## config.mk

```make
export PLATFORM = sky130hd
export DESIGN_NAME = dogse_div
export DESIGN_NICKNAME = d
export VERILOG_FILES = /design/src/hdl/dogse_pkg.sv /design/src/hdl/dogse_div.sv
export SDC_FILE = /design/constraint.sdc
export NUM_CORES = 1
export LEC_CHECK = 0
export BUFFER_PORTS_ARGS = -buffer_cell sky130_fd_sc_hd__buf_4
export CAP_MARGIN = 40
export CORE_MARGIN = 2
export CORE_UTILIZATION = 56
export DETAILED_ROUTE_END_ITERATION = 7
export HOLD_SLACK_MARGIN = 0.15
export PLACE_DENSITY = 0.95
export SLEW_MARGIN = 40
export SYNTH_ARGS = -nofsm -noshare
export SYNTH_HDL_FRONTEND = slang
export SYNTH_SLANG_ARGS = --single-unit
```

## constraint.sdc

```tcl
create_clock -name clk -period 3.57 [get_ports clk]
set_clock_uncertainty 0.15 [all_clocks]
set_input_delay 0 -clock clk [delete_from_list [all_inputs] [get_ports clk]]
set_output_delay 0 -clock clk [all_outputs]
set_load 0.03 [all_outputs]
```

## src/hdl/dogse_pkg.sv

```systemverilog
// Shared types and constants for the depth outlier-gated estimator.
// Used by the divider, square-root unit and top level; no dependencies.
`default_nettype none
package dogse_pkg;

    localparam int DEPTH_W = 13;
    localparam int MEAN_W  = 21;   // Q13.8 mm
    localparam int SQ_W    = 44;   // Q36.8
    localparam int CNT_W   = 10;
    localparam int WC_W    = 8;
    localparam int ACC_PW  = 7;
    localparam int EST_W   = 10;
    localparam int STAT_W  = 3;
    localparam int IDX_W   = 2;

    localparam int DIV_W   = 44;   // dividend / quotient width
    localparam int DVS_W   = 12;   // divisor width
    localparam int RAD_W   = 52;   // square-root radicand width
    localparam int ROOT_W  = 26;

    typedef logic [DEPTH_W-1:0] depth_t;
    typedef logic [MEAN_W-1:0]  mean_t;
    typedef logic [SQ_W-1:0]    sq_t;
    typedef logic [CNT_W-1:0]   count_t;

    localparam depth_t DEPTH_LO  = 13'd100;
    localparam depth_t DEPTH_HI  = 13'd7000;
    localparam count_t COUNT_MAX = 10'd1023;
    // ceil(2^18 / 5): exact divide by five for 16-bit operands
    localparam logic [15:0] FIFTH_RECIP = 16'd52429;

    localparam logic [STAT_W-1:0] ST_IGNORED  = 3'd0;
    localparam logic [STAT_W-1:0] ST_WSTORED  = 3'd1;
    localparam logic [STAT_W-1:0] ST_WDONE    = 3'd2;
    localparam logic [STAT_W-1:0] ST_ACCEPTED = 3'd3;
    localparam logic [STAT_W-1:0] ST_OUTLIER  = 3'd4;
    localparam logic [STAT_W-1:0] ST_RESTART  = 3'd5;

    localparam logic [IDX_W-1:0] REG_WARMUP   = 2'd0;
    localparam logic [IDX_W-1:0] REG_ACCURACY = 2'd1;

endpackage
`default_nettype wire

```

## src/hdl/dogse_div.sv

```systemverilog
// Restoring divider, one quotient bit per cycle.
// Depends on dogse_pkg for widths.
`default_nettype none
module dogse_div
    import dogse_pkg::*;
(
    input  wire logic             clk,
    input  wire logic             rst_n,
    input  wire logic             start,
    input  wire logic [DIV_W-1:0] dividend,
    input  wire logic [DVS_W-1:0] divisor,
    output logic                  done,
    output logic [DIV_W-1:0]      quotient
);
    localparam int CW = $clog2(DIV_W + 1);

    logic             busy_reg, busy_next;
    logic             done_reg, done_next;
    logic [CW-1:0]    cnt_reg, cnt_next;
    logic [DIV_W-1:0] dvd_reg, dvd_next;
    logic [DVS_W-1:0] rem_reg, rem_next;
    logic [DVS_W-1:0] dvs_reg, dvs_next;
    logic [DVS_W:0]   rem_sh;

    always_comb
    begin
        busy_next = busy_reg;
        done_next = 1'b0;
        cnt_next  = cnt_reg;
        dvd_next  = dvd_reg;
        rem_next  = rem_reg;
        dvs_next  = dvs_reg;
        rem_sh    = {rem_reg, dvd_reg[DIV_W-1]};
        if (start)
        begin
            busy_next = 1'b1;
            cnt_next  = CW'(DIV_W);
            dvd_next  = dividend;
            rem_next  = '0;
            dvs_next  = divisor;
        end
        else if (busy_reg)
        begin
            if (rem_sh >= {1'b0, dvs_reg})
            begin
                rem_next = DVS_W'(rem_sh - {1'b0, dvs_reg});
                dvd_next = {dvd_reg[DIV_W-2:0], 1'b1};
            end
            else
            begin
                rem_next = rem_sh[DVS_W-1:0];
                dvd_next = {dvd_reg[DIV_W-2:0], 1'b0};
            end
            cnt_next = cnt_reg - 1'b1;
            if (cnt_reg == CW'(1))
            begin
                busy_next = 1'b0;
                done_next = 1'b1;
            end
        end
    end

    always_ff @(posedge clk or negedge rst_n)
    begin
        if (!rst_n)
        begin
            busy_reg <= 1'b0;
            done_reg <= 1'b0;
            cnt_reg  <= '0;
        end
        else
        begin
            busy_reg <= busy_next;
            done_reg <= done_next;
            cnt_reg  <= cnt_next;
        end
    end

    always_ff @(posedge clk)
    begin
        dvd_reg <= dvd_next;
        rem_reg <= rem_next;
        dvs_reg <= dvs_next;
    end

    assign done     = done_reg;
    assign quotient = dvd_reg;

endmodule
`default_nettype wire

```

==> impl_metrics.yaml <==
timing:
  tns_ns: 0
  fmax_mhz: 360
  slew-limit-headroom: 0.536
  slew_viol_final: 0
  finalHoldViolCount: 0
  period_minus_slack_ns: 2.78
  period_share: 0.777
  worst_slew_pin_slew_ns: 0.696
  setup_viol: 0
  rsz0062_at_grt: "no"
pwr:
  p_sw_frac: 0.360
  finalPower_uw: 3130
  p_seq_frac: 0.391
  p_sw_uw: 1130
  combPwrFrac: 0.402
  p_leak_uw: 0.00236
  irDropWorstVdd_uv: 288
  powerDensity_nw_per_um2: 577
  internal_power_uw: 2000
  pwr-share-clk: 0.207
floorplan:
  pin_count: 104
  floorplan.rows: 29
  start_util: 0.584
  die_y_um: 85.9
  dieArea_um2: 7370
  core_area_um2: 6420
  die_w_um: 85.9
worst_setup_path:
  crit_fanout: 7
  crit_chain: "inv_1 > ha_1 > a21o_1 > a211o_1 > a41o_1 > a21oi_1 > nand2_1 > a311oi_1"
  worstSetupEndpointType: "flop"
  critical_path_arrival_ns: 2.86
  slowest_stage: "a21oi_1"
  slowest_delay_ns: 0.56
  crit_buf_inv: 1
  crit_type: "reg2reg"
  crit_family: "compound AO/OA/AOI/OAI gates"
  critPathRequiredTime_ns: 3.66
  start_kind: "flop"
route:
  drtIter0Drc: 253
  wl_mm: 10.6
  via_per_inst: 5.74
  drc: 4
  drt-pass1-iter-count: 7
  num_vias: 3093
  wl_per_cell_um: 19.6
  drtAntennaViolNets: 0
run:
  drv_cap: 0
finish:
  drive_above_1_share: 0.364
  n_antenna_cell: 0
  largest_reg_flops: 44
  num-nets-final: 531
  syn_to_final_growth_pct: 44.5
  most-common-layout-cells: "105 x buf_4, 65 x dlygate4sd3_1, 56 x edfxtp_1, 45 x mux2_2, 18 x nor2_1"
  final_common_cell: "buf_4"
placement:
  dp_hpwl_mm: 5.89
  gp_congestion: 0.859
  port_buffers: 103
synth:
  async_flop_share: 0.105
  yosysUniqueCellTypes: 48
  syn_nets: 362
  synth_edf_count: 56
  syn-instance-count: 288
  synth_seq_area_share: 0.565
  synth.cell_area_um2: 3750
  synth_ff_type: "edfxtp_1"
  avgSynthCellArea_um2: 13.0
  ys_warn_count: 0
  ys_ff_latch: 76
min_path:
  hold_class: "in2reg"
outcome:
  violations: "DRC"
  outcome: "finished with violations"
clocking:
  numCtsBuffers: 9
  cts_buffer_depth: 2
  cts_root_buf: "clkbuf_8"
  clock_latency_ns: 0.34
  cts_setup_buffers: 0
  cts_tree: "built"
  path_clk_slew_ns: 0.08
  numClockSinks: 76
  h-tree-depth: 3
global_route:
  gr-total-overflow: 0
  grt_pass1_vias: 3231
  grt_max_degree: 56
  track_usage: 0.296
  antenna_found_initial: 0
  grt_pass1_wl_mm: 16.3
==> layout make-up <==
| type | count | area, µm² |
|---|---|---|
| clock buffers | 11 | 131 |
| clock inverters | 5 | 52.6 |
| fillers | 334 | 1000 |
| inverters | 16 | 60.1 |
| multi-input cells | 184 | 1520 |
| flip-flops and latches | 76 | 2120 |
| well taps | 77 | 96.3 |
| repair buffers | 170 | 1440 |
==> through the flow <==
step                      hold WS, ns  area, µm²  instances   util  worst slack [ns]
after floorplan                -0.446       3750        288      -              1.12
after global placement         -0.330       4590        458  0.714              1.12
after detailed placement       -0.324       4590        458  0.714              1.02
after CTS                       0.220       5420        539  0.844             0.918
after global routing            0.232       5420        539  0.844             0.753
final                           0.228       5420        539  0.844             0.794
==> power by group through the flow <==
stage          clock network, µW  logic (µW)  registers, µW
2_1_floorplan                  0         716           1320
3_3_place_gp                   0        1070           1220
3_5_place_dp                   0        1110           1230
4_1_cts                      636        1200           1210
5_1_grt                      682        1340           1230
6_report                     647        1260           1220
==> synth_stat cells, types with 2 or more instances <==
cell      number  share of area
nand2_1       13          0.013
edfxtp_1      56           0.45
nand2b_1       6          0.010
nor2_1        18          0.018
or2b_1         2         0.0040
o21ai_0        3         0.0040
o31ai_1        3         0.0060
or2_2          2         0.0033
nor4_1         2         0.0033
ha_1          14          0.047
nor2b_1        2         0.0033
nand4b_1       2         0.0047
xor2_1         6          0.014
xnor2_1        7          0.016
dfrtp_1        8          0.053
o221ai_1       2         0.0047
clkbuf_1       8         0.0080
nor3_1         2         0.0027
buf_1          3         0.0030
a211o_1        3         0.0070
inv_1         16          0.016
a21o_1         5          0.010
dfxtp_1       12          0.064
mux2_2        45           0.14
mux2i_1        5          0.013
a21oi_1       10          0.013
o21a_1         3         0.0060
a311oi_1       4         0.0093
a211oi_1       7          0.014
==> path summary, 6_finish.rpt <==
check	startpoint	to	slack [ns]	cells after the start
max in group asynchronous	rst_n	cnt_reg[1]	2.45	3
worst max register to register	dvs_reg[10]	rem_reg[0]	0.79	8
worst min-delay path	divisor[8]	dvs_reg[8]	0.23	2
worst max-delay path	dvs_reg[10]	rem_reg[0]	0.79	8
worst min register to register	rem_reg[11]	rem_reg[11]	0.36	2
min in group asynchronous	rst_n	done	0.52	3
==> timing repair <==
action | in CTS | in global routing
hold buffers | 65 | 0
hold endpoints to repair | 79 | 0
gates resized for setup | 0 | 0
==> cell families (layout without fill, tap and decap cells) <==
family,after synthesis,after routing,synth area share
simple gates,58,58,0.0810
xor+xnor,13,13,0.0303
buf+inv,28,202,0.0300
compound gates,48,48,0.0930
flops,76,76,0.565
fa+ha+maj,15,15,0.0520
mux,50,50,0.148
==> metal layers <==
layer,vias to the layer above,share of wire,global-route usage
met5,-,0,0
met3,30,0.073,0.0626
li1,1409,-,-
met1,1492,0.36,0.320
met4,0,0.033,0.144
met2,162,0.54,0.545
Power figures use the tool's default switching activity.
