$ cat src/hdl/dogse_pkg.sv
// Shared types and constants for the depth outlier-gated estimator.
// Used by the divider, square-root unit and top level; no dependencies.
`default_nettype none
package dogse_pkg;

    localparam int DEPTH_W = 13;
    localparam int MEAN_W  = 21;   // Q13.8 mm
    localparam int SQ_W    = 44;   // Q36.8
    localparam int CNT_W   = 10;
    localparam int WC_W    = 8;
    localparam int ACC_PW  = 7;
    localparam int EST_W   = 10;
    localparam int STAT_W  = 3;
    localparam int IDX_W   = 2;

    localparam int DIV_W   = 44;   // dividend / quotient width
    localparam int DVS_W   = 12;   // divisor width
    localparam int RAD_W   = 52;   // square-root radicand width
    localparam int ROOT_W  = 26;

    typedef logic [DEPTH_W-1:0] depth_t;
    typedef logic [MEAN_W-1:0]  mean_t;
    typedef logic [SQ_W-1:0]    sq_t;
    typedef logic [CNT_W-1:0]   count_t;

    localparam depth_t DEPTH_LO  = 13'd100;
    localparam depth_t DEPTH_HI  = 13'd7000;
    localparam count_t COUNT_MAX = 10'd1023;
    // ceil(2^18 / 5): exact divide by five for 16-bit operands
    localparam logic [15:0] FIFTH_RECIP = 16'd52429;

    localparam logic [STAT_W-1:0] ST_IGNORED  = 3'd0;
    localparam logic [STAT_W-1:0] ST_WSTORED  = 3'd1;
    localparam logic [STAT_W-1:0] ST_WDONE    = 3'd2;
    localparam logic [STAT_W-1:0] ST_ACCEPTED = 3'd3;
    localparam logic [STAT_W-1:0] ST_OUTLIER  = 3'd4;
    localparam logic [STAT_W-1:0] ST_RESTART  = 3'd5;

    localparam logic [IDX_W-1:0] REG_WARMUP   = 2'd0;
    localparam logic [IDX_W-1:0] REG_ACCURACY = 2'd1;

endpackage
`default_nettype wire

$ cat src/hdl/dogse_sqrt.sv
// Integer square root, one result bit per cycle (digit-by-digit method).
// Depends on dogse_pkg for widths.
`default_nettype none
module dogse_sqrt
    import dogse_pkg::*;
(
    input  wire logic             clk,
    input  wire logic             rst_n,
    input  wire logic             start,
    input  wire logic [RAD_W-1:0] radicand,
    output logic                  done,
    output logic [ROOT_W-1:0]     root
);
    localparam int CW = $clog2(RAD_W / 2 + 1);

    logic             busy_reg, busy_next;
    logic             done_reg, done_next;
    logic [CW-1:0]    cnt_reg, cnt_next;
    logic [RAD_W-1:0] v_reg, v_next;
    logic [RAD_W-1:0] res_reg, res_next;
    logic [RAD_W-1:0] bit_reg, bit_next;
    logic [RAD_W:0]   trial;

    always_comb
    begin
        busy_next = busy_reg;
        done_next = 1'b0;
        cnt_next  = cnt_reg;
        v_next    = v_reg;
        res_next  = res_reg;
        bit_next  = bit_reg;
        trial     = {1'b0, res_reg} + {1'b0, bit_reg};
        if (start)
        begin
            busy_next = 1'b1;
            cnt_next  = CW'(RAD_W / 2);
            v_next    = radicand;
            res_next  = '0;
            bit_next  = {2'b01, {(RAD_W-2){1'b0}}};
        end
        else if (busy_reg)
        begin
            if ({1'b0, v_reg} >= trial)
            begin
                v_next   = RAD_W'({1'b0, v_reg} - trial);
                res_next = (res_reg >> 1) + bit_reg;
            end
            else
            begin
                res_next = res_reg >> 1;
            end
            bit_next = bit_reg >> 2;
            cnt_next = cnt_reg - 1'b1;
            if (cnt_reg == CW'(1))
            begin
                busy_next = 1'b0;
                done_next = 1'b1;
            end
        end
    end

    always_ff @(posedge clk or negedge rst_n)
    begin
        if (!rst_n)
        begin
            busy_reg <= 1'b0;
            done_reg <= 1'b0;
            cnt_reg  <= '0;
        end
        else
        begin
            busy_reg <= busy_next;
            done_reg <= done_next;
            cnt_reg  <= cnt_next;
        end
    end

    always_ff @(posedge clk)
    begin
        v_reg   <= v_next;
        res_reg <= res_next;
        bit_reg <= bit_next;
    end

    assign done = done_reg;
    assign root = res_reg[ROOT_W-1:0];

endmodule
`default_nettype wire

$ cat config.mk
export PLATFORM = sky130hd
export DESIGN_NAME = dogse_sqrt
export DESIGN_NICKNAME = d
export VERILOG_FILES = /design/src/hdl/dogse_pkg.sv /design/src/hdl/dogse_sqrt.sv
export SDC_FILE = /design/constraint.sdc
export NUM_CORES = 1
export LEC_CHECK = 0
export ABC_AREA = 1
export BUFFER_PORTS_ARGS = -buffer_cell sky130_fd_sc_hd__buf_2
export CAP_MARGIN = 20
export CORE_MARGIN = 2
export CORE_UTILIZATION = 69
export DETAILED_ROUTE_END_ITERATION = 7
export GPL_TIMING_DRIVEN = 0
export PLACE_DENSITY = 0.95
export SETUP_SLACK_MARGIN = 0.05
export SLEW_MARGIN = 15
export SYNTH_ARGS = -nofsm -noshare
export SYNTH_HDL_FRONTEND = slang
export SYNTH_SLANG_ARGS = --single-unit
$ cat constraint.sdc
create_clock -name clk -period 14.11 [get_ports clk]
set_clock_uncertainty 0.15 [all_clocks]
set_input_delay 2.1165 -clock clk [delete_from_list [all_inputs] [get_ports clk]]
set_output_delay 2.1165 -clock clk [all_outputs]
set_load 0.05 [all_outputs]
==> results.md <==
* Vias in the first global route at 17100
* Fmax at 0.163 GHz
* DR pass1 iterations at 8
* Share of the yosys chip area belonging to registers at 21.8%
* Final Critical Period at 6.13 ns
* Failing checks: DRC
* Initial DRC count at 2304
* Cell area after synthesis at 15100 sq um
* Post-synth EDFFs at 52
* Synth Area in Compound Gates at 15.6%
* Mapped Cells at 2498
* R2r worst-path depth at 28
* Rel. slew slack at 32.2%
* Die area at 23100 sq um
* Cts hold-fix bufs at 0
* Maximum VDD drop at 0.178 mV
* Synthesized Nets at 2662
* Critical path arrival at 6.12 ns
* Syn. warnings at 0
* CP max stage cell: a31oi_4
* Vias per cell at 6.16
* Crit path largest cell delay at 0.58 ns
* Asr flop ratio synth at 5.11%
* Setup WS pre-CTS at 8.21 ns
* Max Buffers Root-to-Sink at 2
* Post-synthesis mux area share at 0%
* Setup bufs post-CTS at 0
* Required time of the critical path at 14.10 ns
* Clk Latency, worst-skew pair at 0.44 ns
* Post-detail-place hpwl at 43200 microns
* PortBufs at 80
* CTS tree: yes
* Worst path bufs/invs at 5
* Num CTS Buffers at 17
* I/O Pins at 82
* Synth Area in Adders at 9.06%
* CTS root buf: clkbuf_16
* Fin. max-slew vios at 0
* Post-CTS Resized at 0
* Yosys cell types at 50
* Core area at 21700 sq um
* Worst setup path end: v_reg[2]$_DFFE_PP_
* #FFs+latches synth at 137
* Post-DR wirelength/cell at 18.9 microns
* Drt total wl at 54600 microns
* Tightest Pin Transition at 1.02 ns
* Clk sinks at 137
* Worst setup EP type: flop
* Detail Route Antenna Nets at 0
* Routability cong. at 1.06
* CP startpoint: res_reg[0]$_SDFFE_PP0P_
* Final setup violation count at 0
* Fraction of layout cells with a size suffix above 1 at 7.96%
* Initial Utilization at 69.8%
* Startpoint Class: flop
* Post-Synth Simple-Gate Area at 34.8%
* Leakage power at 7.73 nW
* Initial antenna violation count at 0
* Clock slew at reported path FFs at 0.07 ns
* Slack of the critical path at 7.98 ns
* Number of max-cap violations at 0
* R2r setup slk at 7.98 ns
* CP Max Fanout at 24
* Largest family of logic cells by synthesized area: simple AND/OR/NAND/NOR gates
* FP Rows at 54
* Crit-path most repeated cell: nand2_1
* RSZ-0062 raised after global routing: false
* Reg-to-Reg Start: res_reg[0]$_SDFFE_PP0P_
* Chip Width at 152 microns
* Pwr dens at 212 nW/um^2
* ANT cells at 0
* Critical R2R Capture: v_reg[2]$_DFFE_PP_
* Total congestion overflow at 0
* Global-route wire length before repair at 85300 microns
* Largest net degree at the start of global routing at 25
* Power Total at 3.52 mW
* Kind of critical path: reg2reg
* CP delay by family, top: compound AO/OA/AOI/OAI gates
* HP Class: reg2reg
* Total negative setup slack at 0 ns
* Worst path depth at 28
* Synth Area in XOR/XNOR at 5.90%
* Area growth from synthesis to layout at 9.65%
* Status: complete, but fails checks
* Final nets at 2763
* Residual DRC count at 5
* Syn_area_per_cell at 6.06 sq um
* GR Util All Layers at 46.1%
* Main synth FF type: dfxtp_1
* H-Tree Depth at 4
* Fin crit share at 43.4%
* Die height at 152 microns
* Detailed-route via count at 17800
* Hold Vio Cnt, Final at 0
-- routing by layer --
metal / track usage (%) / wire, microns
met1: 55.5 / 20200
met2: 74.0 / 23800
met3: 8.56 / 5810
met4: 33.7 / 4760
met5: 0 / 0
-- cells by family after synthesis --
logic type / Yosys count
fa+ha+maj: 109
buf+inv: 474
simple gates: 1245
flops: 137
xor+xnor: 102
compound gates: 431
-- Yosys cell counts (2+ instances only) --
cell type | number | area share (%)
nand2_1 | 659 | 16
inv_1 | 386 | 9.6
nand3_1 | 241 | 8.0
nor2_1 | 235 | 5.8
a21oi_1 | 174 | 5.8
o21ai_0 | 133 | 4.4
ha_1 | 108 | 8.9
dfxtp_1 | 78 | 10
xor2_1 | 63 | 3.6
edfxtp_1 | 52 | 10
xnor2_1 | 39 | 2.3
buf_4 | 32 | 1.6
o22ai_1 | 30 | 1.2
clkbuf_1 | 29 | 0.72
nand4_1 | 27 | 1.1
o21ai_1 | 26 | 0.86
nor3_1 | 23 | 0.76
or2_2 | 22 | 0.91
o21bai_1 | 19 | 0.94
a31oi_1 | 15 | 0.62
buf_2 | 15 | 0.50
a21o_1 | 11 | 0.55
nor4_1 | 11 | 0.45
nand3b_1 | 8 | 0.40
dfrtp_1 | 7 | 1.2
o31ai_1 | 6 | 0.30
nor2_2 | 5 | 0.21
a211oi_1 | 3 | 0.15
buf_1 | 3 | 0.074
buf_6 | 3 | 0.22
clkinv_1 | 3 | 0.074
inv_2 | 3 | 0.074
nand2_2 | 3 | 0.12
o211ai_1 | 3 | 0.15
a21boi_0 | 2 | 0.099
and3_1 | 2 | 0.083
nand2_4 | 2 | 0.15
nand3_2 | 2 | 0.13
nor3_2 | 2 | 0.13
o2111ai_1 | 2 | 0.12
o21ai_2 | 2 | 0.12
-- per-stage QoR --
stage	utilization, %	cell area [sq um]	hold WS (ns)	instances
2_1_floorplan	-	15100	0.302	2498
4_1_cts	76.5	16600	0.342	2892
5_1_grt	76.5	16600	0.368	2892
3_5_place_dp	73.6	16000	0.330	2860
3_3_place_gp	73.2	15900	0.328	2858
6_report	76.5	16600	0.339	2892
-- layout make-up --
cell class              count  area, sq um
clock buffers              20          479
inverters                 392         1470
multi-input cells        1887         9910
plain buffers              82          469
fillers                  1766         5090
flip-flops and latches    137         3300
repair buffers             82          455
clock inverters            12          160
well taps                 280          350
-- cells in the final DEF, fill, tap and decap left out, types with 39 or more instances in the layout --
master	n
nand2_1	659
inv_1	386
nand3_1	241
nor2_1	235
a21oi_1	174
o21ai_0	133
ha_1	108
buf_2	95
dfxtp_1	78
xor2_1	63
edfxtp_1	52
xnor2_1	39
-- how the worst min path moves through the flow --
stage	from	endpoint	slack (ns)	depth (start not counted)
finish	cnt_reg[4]$_DFFE_PN0P_	cnt_reg[4]$_DFFE_PN0P_	0.34	1
global route	cnt_reg[3]$_DFFE_PN0P_	cnt_reg[3]$_DFFE_PN0P_	0.37	1
CTS	cnt_reg[4]$_DFFE_PN0P_	cnt_reg[4]$_DFFE_PN0P_	0.34	1
detailed placement	cnt_reg[4]$_DFFE_PN0P_	cnt_reg[4]$_DFFE_PN0P_	0.33	1
global placement	cnt_reg[4]$_DFFE_PN0P_	cnt_reg[4]$_DFFE_PN0P_	0.33	1
floorplan	res_reg[0]$_SDFFE_PP0P_	res_reg[0]$_SDFFE_PP0P_	0.30	2
-- power by group --
group,internal (mW),switching [mW]
logic,0.767,1.54
registers,0.585,0.129
clock network,0.302,0.201
total,1.65,1.87
Note: power is estimated with default switching activity, not from simulation.
